`src/rtl/cfr_pkg.sv`:
```
package cfr_pkg;

    // framing characters
    localparam logic [7:0] CHAR_CR = 8'h0D;
    localparam logic [7:0] CHAR_LF = 8'h0A;

    // frame header "RBN"
    localparam logic [7:0] HDR_0 = 8'h52;
    localparam logic [7:0] HDR_1 = 8'h42;
    localparam logic [7:0] HDR_2 = 8'h4E;

    // field offsets from the header start, contiguous from the buttons on
    localparam logic [4:0] OFS_BUTTON  = 5'd9;
    localparam int unsigned OFS_STICK   = 11;
    localparam int unsigned OFS_TRIGGER = 15;

    // field byte indexes counted from the first button byte
    localparam logic [2:0] FLD_BTN_LO = 3'd0;
    localparam logic [2:0] FLD_BTN_HI = 3'd1;
    localparam logic [2:0] FLD_STK_0  = 3'(OFS_STICK - 9);
    localparam logic [2:0] FLD_STK_1  = 3'(OFS_STICK - 8);
    localparam logic [2:0] FLD_STK_2  = 3'(OFS_STICK - 7);
    localparam logic [2:0] FLD_STK_3  = 3'(OFS_STICK - 6);
    localparam logic [2:0] FLD_TRG_0  = 3'(OFS_TRIGGER - 9);
    localparam logic [2:0] FLD_TRG_1  = 3'(OFS_TRIGGER - 8);
    localparam logic [3:0] FIELD_BYTES = 4'd8;

    localparam logic [8:0] STICK_MID = 9'd128;

    // silence supervision
    localparam logic [7:0] LIMIT_RESET = 8'd5;
    localparam logic [7:0] COUNT_RESET = 8'd255;

    typedef struct packed {
        logic tick;
        logic byte_seen;
    } t_link_ctrl;

endpackage

```
`src/rtl/controller_frame_receiver_core.sv`:
```
// channel  | handshake                  | words carried
// ---------+----------------------------+------------------------------------------
// input    | i_in_valid / o_in_ready    | i_func, i_rx_byte
// output   | o_out_valid / i_out_ready  | o_frame_decoded, o_buttons, o_stick_0..3,
//          |                            | o_trigger_0..1, o_link_ok
// config   | i_cfg_we                   | i_cfg_wdata (silence limit)
//
// one word at a time
// a frame end runs the header search through the single ring read port, one byte a cycle
// reset starts a clearing pass that zeroes the ring;
// o_in_ready stays low until it is over, config writes are still taken
// a result waiting in the output register holds off only the final load of the next word
module controller_frame_receiver_core #(
    parameter int RING_DEPTH = 256
) (
    input  logic              i_clk,
    input  logic              i_rst_n,
    input  logic              i_in_valid,
    output logic              o_in_ready,
    input  logic              i_func,
    input  logic [7:0]        i_rx_byte,
    output logic              o_out_valid,
    input  logic              i_out_ready,
    output logic              o_frame_decoded,
    output logic [15:0]       o_buttons,
    output logic signed [8:0] o_stick_0,
    output logic signed [8:0] o_stick_1,
    output logic signed [8:0] o_stick_2,
    output logic signed [8:0] o_stick_3,
    output logic [7:0]        o_trigger_0,
    output logic [7:0]        o_trigger_1,
    output logic              o_link_ok,
    input  logic              i_cfg_we,
    input  logic [7:0]        i_cfg_wdata
);

    localparam int AW         = $clog2(RING_DEPTH);
    localparam int SCAN_READS = RING_DEPTH + 2;
    localparam int CW         = $clog2(RING_DEPTH + 3);

    // sequencer states
    localparam logic [2:0] S_CLEAR = 3'd0;
    localparam logic [2:0] S_IDLE  = 3'd1;
    localparam logic [2:0] S_CRCHK = 3'd2;
    localparam logic [2:0] S_SCAN  = 3'd3;
    localparam logic [2:0] S_FIELD = 3'd4;
    localparam logic [2:0] S_DONE  = 3'd5;

    // ring address arithmetic, modulo the depth
    function automatic logic [AW-1:0] ring_add(input logic [AW-1:0] a, input logic [4:0] k);
        logic [AW:0] s;
        s = {1'b0, a} + (AW+1)'(k);
        if (s >= (AW+1)'(RING_DEPTH)) begin
            s = s - (AW+1)'(RING_DEPTH);
        end
        return s[AW-1:0];
    endfunction

    function automatic logic [AW-1:0] ring_dec(input logic [AW-1:0] a);
        return (a == '0) ? AW'(RING_DEPTH - 1) : a - 1'b1;
    endfunction

    // ring memory, one write and one registered read a cycle
    logic [7:0]    mem [RING_DEPTH];
    logic          mem_we;
    logic [AW-1:0] mem_waddr;
    logic [7:0]    mem_wdata;
    logic [AW-1:0] mem_raddr;
    logic [7:0]    r_rd_data;

    always_ff @(posedge i_clk) begin
        if (mem_we) begin
            mem[mem_waddr] <= mem_wdata;
        end
        r_rd_data <= mem[mem_raddr];
    end

    // control state
    logic [2:0]    r_state,   n_state;
    logic [AW-1:0] r_pos,     n_pos;      // next write slot
    logic [AW-1:0] r_base,    n_base;     // slot of the byte that ended the frame
    logic [AW-1:0] r_addr,    n_addr;     // read / clear address
    logic [AW-1:0] r_rd_addr;             // address of the word in r_rd_data
    logic          r_rd_vld;
    logic [CW-1:0] r_cnt,     n_cnt;      // reads issued
    logic [CW-1:0] r_got,     n_got;      // reads returned
    logic [3:0]    r_icnt,    n_icnt;     // field reads issued
    logic [2:0]    r_fcnt,    n_fcnt;     // field reads returned
    logic          r_is_lf,   n_is_lf;
    logic          r_decoded, n_decoded;
    logic [7:0]    r_w1, r_w2;            // the two bytes above the one just read

    // latched controller fields
    logic [15:0]   r_buttons, n_buttons;
    logic [7:0]    r_stick [4];
    logic [7:0]    n_stick [4];
    logic [7:0]    r_trig  [2];
    logic [7:0]    n_trig  [2];

    // output register
    logic          r_out_valid, n_out_valid;
    logic          r_out_dec;
    logic [15:0]   r_out_btn;
    logic [8:0]    r_out_stk [4];
    logic [7:0]    r_out_trg [2];
    logic          r_out_link;

    logic                issue;
    logic                hit;
    logic                in_acc;
    logic                out_free;
    logic                link_ok;
    cfr_pkg::t_link_ctrl link_ctrl;

    assign in_acc   = i_in_valid && (r_state == S_IDLE);
    assign out_free = !r_out_valid || i_out_ready;

    // compare unit: header test on the returning scan byte
    assign hit = (r_state == S_SCAN) && r_rd_vld && (r_got >= CW'(2))
              && (r_rd_data == cfr_pkg::HDR_0) && (r_w1 == cfr_pkg::HDR_1)
              && (r_w2 == cfr_pkg::HDR_2);

    assign issue = ((r_state == S_SCAN) && (r_cnt < CW'(SCAN_READS)) && !hit)
                || ((r_state == S_FIELD) && (r_icnt < cfr_pkg::FIELD_BYTES));

    assign link_ctrl.tick      = in_acc && i_func;
    assign link_ctrl.byte_seen = in_acc && !i_func;

    cfr_link_timer u_link_timer (
        .i_clk       (i_clk),
        .i_rst_n     (i_rst_n),
        .i_ctrl      (link_ctrl),
        .i_cfg_we    (i_cfg_we),
        .i_cfg_wdata (i_cfg_wdata),
        .o_link_ok   (link_ok)
    );

    always_comb begin
        n_state     = r_state;
        n_pos       = r_pos;
        n_base      = r_base;
        n_addr      = r_addr;
        n_cnt       = r_cnt;
        n_got       = r_got;
        n_icnt      = r_icnt;
        n_fcnt      = r_fcnt;
        n_is_lf     = r_is_lf;
        n_decoded   = r_decoded;
        n_buttons   = r_buttons;
        n_stick     = r_stick;
        n_trig      = r_trig;
        n_out_valid = r_out_valid;
        mem_we      = 1'b0;
        mem_waddr   = r_pos;
        mem_wdata   = i_rx_byte;
        mem_raddr   = r_addr;

        if (r_out_valid && i_out_ready) begin
            n_out_valid = 1'b0;
        end

        case (r_state)
            S_CLEAR: begin
                mem_we    = 1'b1;
                mem_waddr = r_addr;
                mem_wdata = 8'd0;
                n_addr    = ring_add(r_addr, 5'd1);
                if (r_addr == AW'(RING_DEPTH - 1)) begin
                    n_state = S_IDLE;
                end
            end
            S_IDLE: begin
                if (in_acc) begin
                    n_decoded = 1'b0;
                    if (i_func) begin
                        n_state = S_DONE;
                    end else begin
                        // store the byte and fetch the one before it
                        mem_we    = 1'b1;
                        mem_raddr = ring_dec(r_pos);
                        n_is_lf   = (i_rx_byte == cfr_pkg::CHAR_LF);
                        n_base    = r_pos;
                        n_pos     = ring_add(r_pos, 5'd1);
                        n_state   = S_CRCHK;
                    end
                end
            end
            S_CRCHK: begin
                if (r_is_lf && (r_rd_data == cfr_pkg::CHAR_CR)) begin
                    // scan from two above the frame end downwards
                    n_addr  = ring_add(r_base, 5'd2);
                    n_cnt   = '0;
                    n_got   = '0;
                    n_state = S_SCAN;
                end else begin
                    n_state = S_DONE;
                end
            end
            S_SCAN: begin
                if (issue) begin
                    n_addr = ring_dec(r_addr);
                    n_cnt  = r_cnt + 1'b1;
                end
                if (r_rd_vld) begin
                    n_got = r_got + 1'b1;
                end
                if (hit) begin
                    n_addr  = ring_add(r_rd_addr, cfr_pkg::OFS_BUTTON);
                    n_icnt  = '0;
                    n_fcnt  = '0;
                    n_state = S_FIELD;
                end else if (r_rd_vld && (r_got == CW'(SCAN_READS - 1))) begin
                    n_state = S_DONE;
                end
            end
            S_FIELD: begin
                if (issue) begin
                    n_addr = ring_add(r_addr, 5'd1);
                    n_icnt = r_icnt + 4'd1;
                end
                if (r_rd_vld) begin
                    n_fcnt = r_fcnt + 3'd1;
                    case (r_fcnt)
                        cfr_pkg::FLD_BTN_LO: n_buttons[7:0]  = r_rd_data;
                        cfr_pkg::FLD_BTN_HI: n_buttons[15:8] = r_rd_data;
                        cfr_pkg::FLD_STK_0:  n_stick[0]      = r_rd_data;
                        cfr_pkg::FLD_STK_1:  n_stick[1]      = r_rd_data;
                        cfr_pkg::FLD_STK_2:  n_stick[2]      = r_rd_data;
                        cfr_pkg::FLD_STK_3:  n_stick[3]      = r_rd_data;
                        cfr_pkg::FLD_TRG_0:  n_trig[0]       = r_rd_data;
                        cfr_pkg::FLD_TRG_1:  n_trig[1]       = r_rd_data;
                        default: n_buttons = r_buttons;
                    endcase
                    if (r_fcnt == cfr_pkg::FLD_TRG_1) begin
                        n_decoded = 1'b1;
                        n_state   = S_DONE;
                    end
                end
            end
            S_DONE: begin
                if (out_free) begin
                    n_out_valid = 1'b1;
                    n_state     = S_IDLE;
                end
            end
            default: begin
                n_state = S_IDLE;
            end
        endcase
    end

    always_ff @(posedge i_clk) begin
        if (!i_rst_n) begin
            r_state     <= S_CLEAR;
            r_pos       <= '0;
            r_addr      <= '0;
            r_rd_vld    <= 1'b0;
            r_out_valid <= 1'b0;
            r_buttons   <= '0;
            r_stick     <= '{default: 8'd0};
            r_trig      <= '{default: 8'd0};
        end else begin
            r_state     <= n_state;
            r_pos       <= n_pos;
            r_addr      <= n_addr;
            r_rd_vld    <= issue;
            r_out_valid <= n_out_valid;
            r_buttons   <= n_buttons;
            r_stick     <= n_stick;
            r_trig      <= n_trig;
        end
    end

    // datapath registers without reset
    always_ff @(posedge i_clk) begin
        r_base    <= n_base;
        r_cnt     <= n_cnt;
        r_got     <= n_got;
        r_icnt    <= n_icnt;
        r_fcnt    <= n_fcnt;
        r_is_lf   <= n_is_lf;
        r_decoded <= n_decoded;
        r_rd_addr <= mem_raddr;
        if (r_state == S_CRCHK) begin
            r_w1 <= 8'd0;
            r_w2 <= 8'd0;
        end else if (r_rd_vld) begin
            r_w1 <= r_rd_data;
            r_w2 <= r_w1;
        end
        // load the result word, sticks re-centred on the way out
        if ((r_state == S_DONE) && out_free) begin
            r_out_dec    <= r_decoded;
            r_out_btn    <= r_buttons;
            r_out_stk[0] <= {1'b0, r_stick[0]} - cfr_pkg::STICK_MID;
            r_out_stk[1] <= cfr_pkg::STICK_MID - {1'b0, r_stick[1]};
            r_out_stk[2] <= {1'b0, r_stick[2]} - cfr_pkg::STICK_MID;
            r_out_stk[3] <= cfr_pkg::STICK_MID - {1'b0, r_stick[3]};
            r_out_trg[0] <= r_trig[0];
            r_out_trg[1] <= r_trig[1];
            r_out_link   <= link_ok;
        end
    end

    assign o_in_ready      = (r_state == S_IDLE);
    assign o_out_valid     = r_out_valid;
    assign o_frame_decoded = r_out_dec;
    assign o_buttons       = r_out_btn;
    assign o_stick_0       = $signed(r_out_stk[0]);
    assign o_stick_1       = $signed(r_out_stk[1]);
    assign o_stick_2       = $signed(r_out_stk[2]);
    assign o_stick_3       = $signed(r_out_stk[3]);
    assign o_trigger_0     = r_out_trg[0];
    assign o_trigger_1     = r_out_trg[1];
    assign o_link_ok       = r_out_link;

endmodule

```
`src/rtl/cfr_link_timer.sv`:
```
module cfr_link_timer (
    input  logic                i_clk,
    input  logic                i_rst_n,
    input  cfr_pkg::t_link_ctrl i_ctrl,
    input  logic                i_cfg_we,
    input  logic [7:0]          i_cfg_wdata,
    output logic                o_link_ok
);

    logic [7:0] r_limit;
    logic [7:0] r_count;
    logic       r_link;
    logic [7:0] n_count;
    logic       n_link;

    always_comb begin
        n_count = r_count;
        n_link  = r_link;
        if (i_ctrl.byte_seen) begin
            n_count = 8'd0;
        end else if (i_ctrl.tick) begin
            // compare against the limit, count only while below it
            if (r_count >= r_limit) begin
                n_link = 1'b0;
            end else begin
                n_link  = 1'b1;
                n_count = r_count + 8'd1;
            end
        end
    end

    always_ff @(posedge i_clk) begin
        if (!i_rst_n) begin
            r_limit <= cfr_pkg::LIMIT_RESET;
            r_count <= cfr_pkg::COUNT_RESET;
            r_link  <= 1'b0;
        end else begin
            if (i_cfg_we) begin
                r_limit <= i_cfg_wdata;
            end
            r_count <= n_count;
            r_link  <= n_link;
        end
    end

    assign o_link_ok = r_link;

endmodule

```
`config.mk`:
```
export PLATFORM = sky130hd
export DESIGN_NAME = controller_frame_receiver_core
export DESIGN_NICKNAME = d
export VERILOG_FILES = /design/src/rtl/cfr_pkg.sv /design/src/rtl/controller_frame_receiver_core.sv /design/src/rtl/cfr_link_timer.sv
export SDC_FILE = /design/constraint.sdc
export NUM_CORES = 2
export LEC_CHECK = 0
export BUFFER_PORTS_ARGS = -buffer_cell sky130_fd_sc_hd__buf_2
export CAP_MARGIN = 0
export CORE_MARGIN = 3
export CORE_UTILIZATION = 50
export DETAILED_ROUTE_END_ITERATION = 10
export PLACE_DENSITY = 0.63
export SYNTH_ARGS = -nofsm -noshare
export SYNTH_HDL_FRONTEND = slang
export SYNTH_SLANG_ARGS = --single-unit
```
`constraint.sdc`:
```
create_clock -name i_clk -period 9.75 [get_ports i_clk]
set_clock_uncertainty 0.05 [all_clocks]
set_input_delay 1.95 -clock i_clk [delete_from_list [all_inputs] [get_ports i_clk]]
set_output_delay 1.95 -clock i_clk [all_outputs]
set_load 0.01 [all_outputs]
```
# After elaboration in Yosys (flattened, before gate mapping)
# Memories as Yosys holds them, arrays and structs flattened. A register that Yosys moved wholly into a read port is not among the register bits.
# Cells that the tools add are included.
[totals] input_bits=22 mem_bits_rw=2100 mem_count=3 regBits=179 output_inout_bits=72
[memory_table] memory="mem" words=256 word_bits=8 rd=1 rd_clocked_by_memory_dff=1 wr=1 line_no="controller_frame_receiver_core.sv:64" text="logic [7:0] mem [RING_DEPTH];"
[memory_table] memory="r_out_stk" words=4 word_bits=9 rd=4 rd_clocked_by_memory_dff=0 wr=4 line_no="controller_frame_receiver_core.sv:104" text="logic [8:0] r_out_stk [4];"
[memory_table] memory="r_out_trg" words=2 word_bits=8 rd=2 rd_clocked_by_memory_dff=0 wr=2 line_no="controller_frame_receiver_core.sv:105" text="logic [7:0] r_out_trg [2];"
[op_classes] eq_ne=32 addsub=19 magnitude_cmp=8 n_bitwise=2 muxes=55 n_reduce_logical=47
[op_table] op="8-bit 2-to-1 mux" n=18
[op_table] op="8-bit by 1-bit subtractor with 8-bit output (second input constant)" n=6
[op_table] op="3-bit AND reduction" n=13
[op_table] op="9-bit greater-or-equal comparator (second input constant)" n=4
[op_table] op="9-bit one-hot mux with 2 select lines" n=2
[op_table] op="3-bit 2-to-1 mux" n=11
[op_table] op="8-bit one-hot mux with 4 select lines" n=1
[op_table] op="9-bit 2-to-1 mux" n=3
[op_table] op="8-bit by 7-bit equality test with 1-bit output (second input constant)" n=3
[op_table] op="8-bit by 1-bit adder with 9-bit output (second input constant)" n=2
[op_table] op="9-bit by 1-bit adder with 9-bit output (second input constant)" n=2
[op_table] op="3-bit equality test (second input constant)" n=6
[op_table] op="2-bit != test (second input constant)" n=9
[op_table] op="3-bit one-hot mux with 6 select lines" n=1
[op_table] op="8-bit by 8-bit subtractor with 9-bit output (first input constant)" n=2
[op_table] op="8-bit by 8-bit subtractor with 9-bit output (second input constant)" n=2
[op_table] op="8-bit by 4-bit equality test with 1-bit output (second input constant)" n=2
[op_table] op="8-bit zero test" n=2
[op_table] op="1-bit logical AND" n=15
[op_table] op="1-bit 2-to-1 mux" n=13
[op_table] op="3-bit by 2-bit equality test with 1-bit output (second input constant)" n=4
[op_table] op="8-bit by 2-bit adder with 9-bit output (second input constant)" n=1
[op_table] op="8-bit by 4-bit adder with 9-bit output (second input constant)" n=1
[op_table] op="9-bit equality test (second input constant)" n=1
[op_table] op="25 further kinds" n=39

# Logic depth before layout (Yosys ltp)
[depth] word_depth=12 ltp_mapped=16

# Cells and area by module
# Synthesis repeated with hierarchy kept, for this count alone.
[unflattened] hier_cells=6952 area_unflattened_um2=91340.1
[modules_own_cells] mod="controller_frame_receiver_core" area_per_inst_um2=90401.7 instances=1 cells_per_inst=6847
[modules_own_cells] mod="cfr_link_timer" area_per_inst_um2=938.4 instances=1 cells_per_inst=105

# Least setup slack after synthesis
# No wires, ideal clock.
[synth_path] path_kind="input to register" startpoint="input i_rx_byte[0]" endpoint="memory mem[0][0], data pin" slack_ns=3.636 arrival_ns=5.194 stages=1 setup_ns=0.869 cell_sequence="and2_1"
[synth_between] elab_chain_len=1
[synth_lines] item="start: declaration" line_no="controller_frame_receiver_core.sv:21" text="input logic [7:0] i_rx_byte,"
[synth_lines] item="8-bit 2-to-1 mux" line_no="controller_frame_receiver_core.sv:162" text="case (r_state)"
[synth_lines] item="end: declaration" line_no="controller_frame_receiver_core.sv:64"
# Every way passes these cells.

# Final worst setup path
[layout_path] startpoint="input i_func" endpoint="register r_rd_data[4], read port of mem"
[layout_between] elab_chain_len=3
[layout_lines] item="start: declaration" line_no="controller_frame_receiver_core.sv:20" text="input logic i_func,"
[layout_lines] item="8-bit 2-to-1 mux" line_no="controller_frame_receiver_core.sv:175" text="if (i_func) begin"
[layout_lines] item="8-bit 2-to-1 mux" line_no="controller_frame_receiver_core.sv:173" text="if (in_acc) begin"
[layout_lines] item="8-bit 2-to-1 mux" line_no="controller_frame_receiver_core.sv:162"
[layout_lines] item="end: declaration" line_no="controller_frame_receiver_core.sv:69" text="logic [7:0] r_rd_data;"
# Every way passes these cells.
# A chain may end at the register's enable or synchronous reset.

==> qor.yml <==
route.detailed.wl_per_inst_um: 26.0
synth_flop_cell: "sky130_fd_sc_hd__edfxtp_1"
cts_resized: 0
worstSetupStartpointType: "primary input"
clk_pin_slew_ps: 60
io-pin-count: 94
via_count: 57600
report.final.hold_viol_count: 0
pin_count_of_the_biggest_net_entering_global_routing: 197
netlist.top_cell.by_area: "sky130_fd_sc_hd__edfxtp_1"
cellPowerDensity_nw_per_um2: 291
dp_hpwl_um: 143000
mappedNetlistArea_um2: 90900
cap_viol_max_count: 0
synth_commonest_cells: "sky130_fd_sc_hd__edfxtp_1 (2151), sky130_fd_sc_hd__nand2_1 (1749), sky130_fd_sc_hd__nand3_1 (691)"
antenna_found_initial: 6
tns_ps: 0
status: "finished clean"
drt.antenna.violating_nets: 0
delay_of_the_slowest_cell_on_the_worst_path_ps: 1010
path_class: "in2reg"
unrepaired_setup_endpoints_after_global_routing: "false"
worst-slew-pin-transition_ps: 1390
vias_cell: 6.07
max_slew_margin_vs_limit: 0.0749
wire_length_of_the_first_global_routing_pass_um: 365000
floorplan.initialDensity: 0.506
nets: 6994
drtIter0Drc: 6646
layout.filler_cells: 14500
final_min_period_over_clock_period: 0.651
clock_buffer_count_from_cts: 225
critical_path_arrival_ps: 7010
drt_drc_violations_left: 0
critPathBufInv: 3
design.die.area_um2: 187000
synth-edff-count: 2151
cts-htree-levels: 4
finalWeightedCongestion: 0.879
cts_setup_buffers: 0
total_power_mw: 29.3
ys.warnings.count: 0
critical_path_peak_fanout: 147
die-height_um: 432
finalCriticalPeriod_ps: 6340
cp.required_ps: 10420
setup.worst_path.end_class: "register"
postSynthRegisterBits: 2285
grt_util_all_layers: 0.261
clock-sinks: 2285
cpMaxStageDelayCell: "sky130_fd_sc_hd__nor4_1"
hold_buffers: 0
synth_nets: 7040
finalCoreUtilization: 0.561
rows: 155
synth_cell_type_count: 76
cts.path.max_buffers: 3
gr-total-overflow: 0
flow.area_growth_from_synthesis_pct: 10.9
drive_above_1_share: 0.0793
static-leakage-power_nw: 34.0
synth.avg_cell_area_um2: 13.0
max_freq_mhz: 158
clockRootBuffer: "sky130_fd_sc_hd__clkbuf_16"
synth_seq_area_share: 0.740
hold_class: "reg2reg"
syn_inst: 6989
timing.final.max_slew_violations: 0
synth_async_sr_flop_share: 0
dr.pass1.iters: 6
clkLatencyLatePin_ps: 890
crit_path_leading_delay_family: "simple AND/OR/NAND/NOR gates"
setup_violations: 0
portBuffers: 93
floorplan.die.width_um: 432
maximum_vdd_drop_mv: 0.478
crit_chain: "buf_2 -> nor3b_2 -> nand2_1 -> o21ai_4 -> buf_12 -> buf_4 -> nand2_1 -> o22ai_1 -> nor3_1 -> nor4_1 -> nor4_1"
synth.area.top_cells: "sky130_fd_sc_hd__edfxtp_1 (71%), sky130_fd_sc_hd__nand2_1 (7.2%), sky130_fd_sc_hd__nand3_1 (3.8%)"
core_um2: 180000
grt_pass1_vias: 54800
tritoncts: "done"
synthMostInstantiatedCell: "sky130_fd_sc_hd__edfxtp_1"
synthDominantCellAreaShare: 0.711
totalWireLength_um: 247000
layout make-up:
type                    instances  area (um2)  share of cell area
repair buffers                186        1380              0.0137
multi-input cells            4203       21600               0.214
inverters                      42         174             0.00173
clock inverters               131        1420              0.0141
flip-flops and latches       2285       67300               0.668
diodes                          2        5.00           0.0000497
clock buffers                 292        5990              0.0595
well taps                    2355        2950              0.0292
flip-flops by register name, summed over array words and instances, names as in the netlist, 3 cells and up:
name	flops
r_pos	8
r_rd_data	8
r_icnt	4
u_link_timer.r_limit	8
r_w1	8
r_addr	8
r_rd_addr	8
r_got	9
u_link_timer.r_count	8
r_cnt	9
r_fcnt	3
r_trig	16
r_base	8
r_state	3
r_out_trg	16
r_out_stk	34
r_buttons	16
r_stick	32
mem	2048
r_w2	8
o_buttons	16
metrics by stage:
| stage | hold WS (ps) | cell area (um2) | instances | setup slack [ps] |
|---|---|---|---|---|
| final | 380 | 101000 | 9496 | 3410 |
| after global routing | 392 | 101000 | 9495 | 3030 |
| after CTS | 379 | 101000 | 9494 | 3580 |
| after detailed placement | 369 | 93300 | 9071 | 2640 |
| after global placement | 366 | 93300 | 9071 | 2670 |
| after floorplan | 350 | 90900 | 6989 | 3640 |
layer usage:
metal  wire [um]  GRT usage
met2      116000      0.413
met4        9660      0.101
met5          41    0.00364
met1       99900      0.365
met3       21100     0.0431
placed cells by master, fill, tap and decap left out, drive strengths merged, types with 47 or more instances in the layout:
master	count
a31oi	143
o21ai	53
nor2	400
clkbuf	292
dfxtp	134
a211oi	47
nand2	1750
clkinv	98
buf	186
and3	62
nand3	691
mux2i	169
nand4	168
inv	49
edfxtp	2151
a21oi	215
a32oi	90
worst paths after layout:
path	endpoint	from	cells after the start	slack (ps)
worst max-delay path	r_rd_data[4]$_DFF_P_	i_func	11	3410
worst min-delay path	o_buttons[0]$_DFFE_PP_	r_buttons[0]$_SDFFE_PN0P_	0	380
worst max register to register	r_rd_data[4]$_DFF_P_	r_state[0]$_SDFFE_PN0P_	10	3760
worst min register to register	o_buttons[0]$_DFFE_PP_	r_buttons[0]$_SDFFE_PN0P_	0	380
power breakdown:
group	internal, mW	switching (mW)
sequential	12.2	0.233
combinational	1.85	6.34
clock	4.94	3.76
total	19.0	10.3
cell families after synthesis:
group / after synthesis / share of synthesized area
multiplexers: 170 / 0.0187
AND/OR/NAND/NOR: 3212 / 0.153
flip-flops: 2285 / 0.740
adder cells (fa/ha/maj): 29 / 0.00399
buffers and inverters: 501 / 0.0247
XOR/XNOR: 65 / 0.00626
AO/OA/AOI/OAI: 727 / 0.0534
Power figures use the tool's default switching activity.
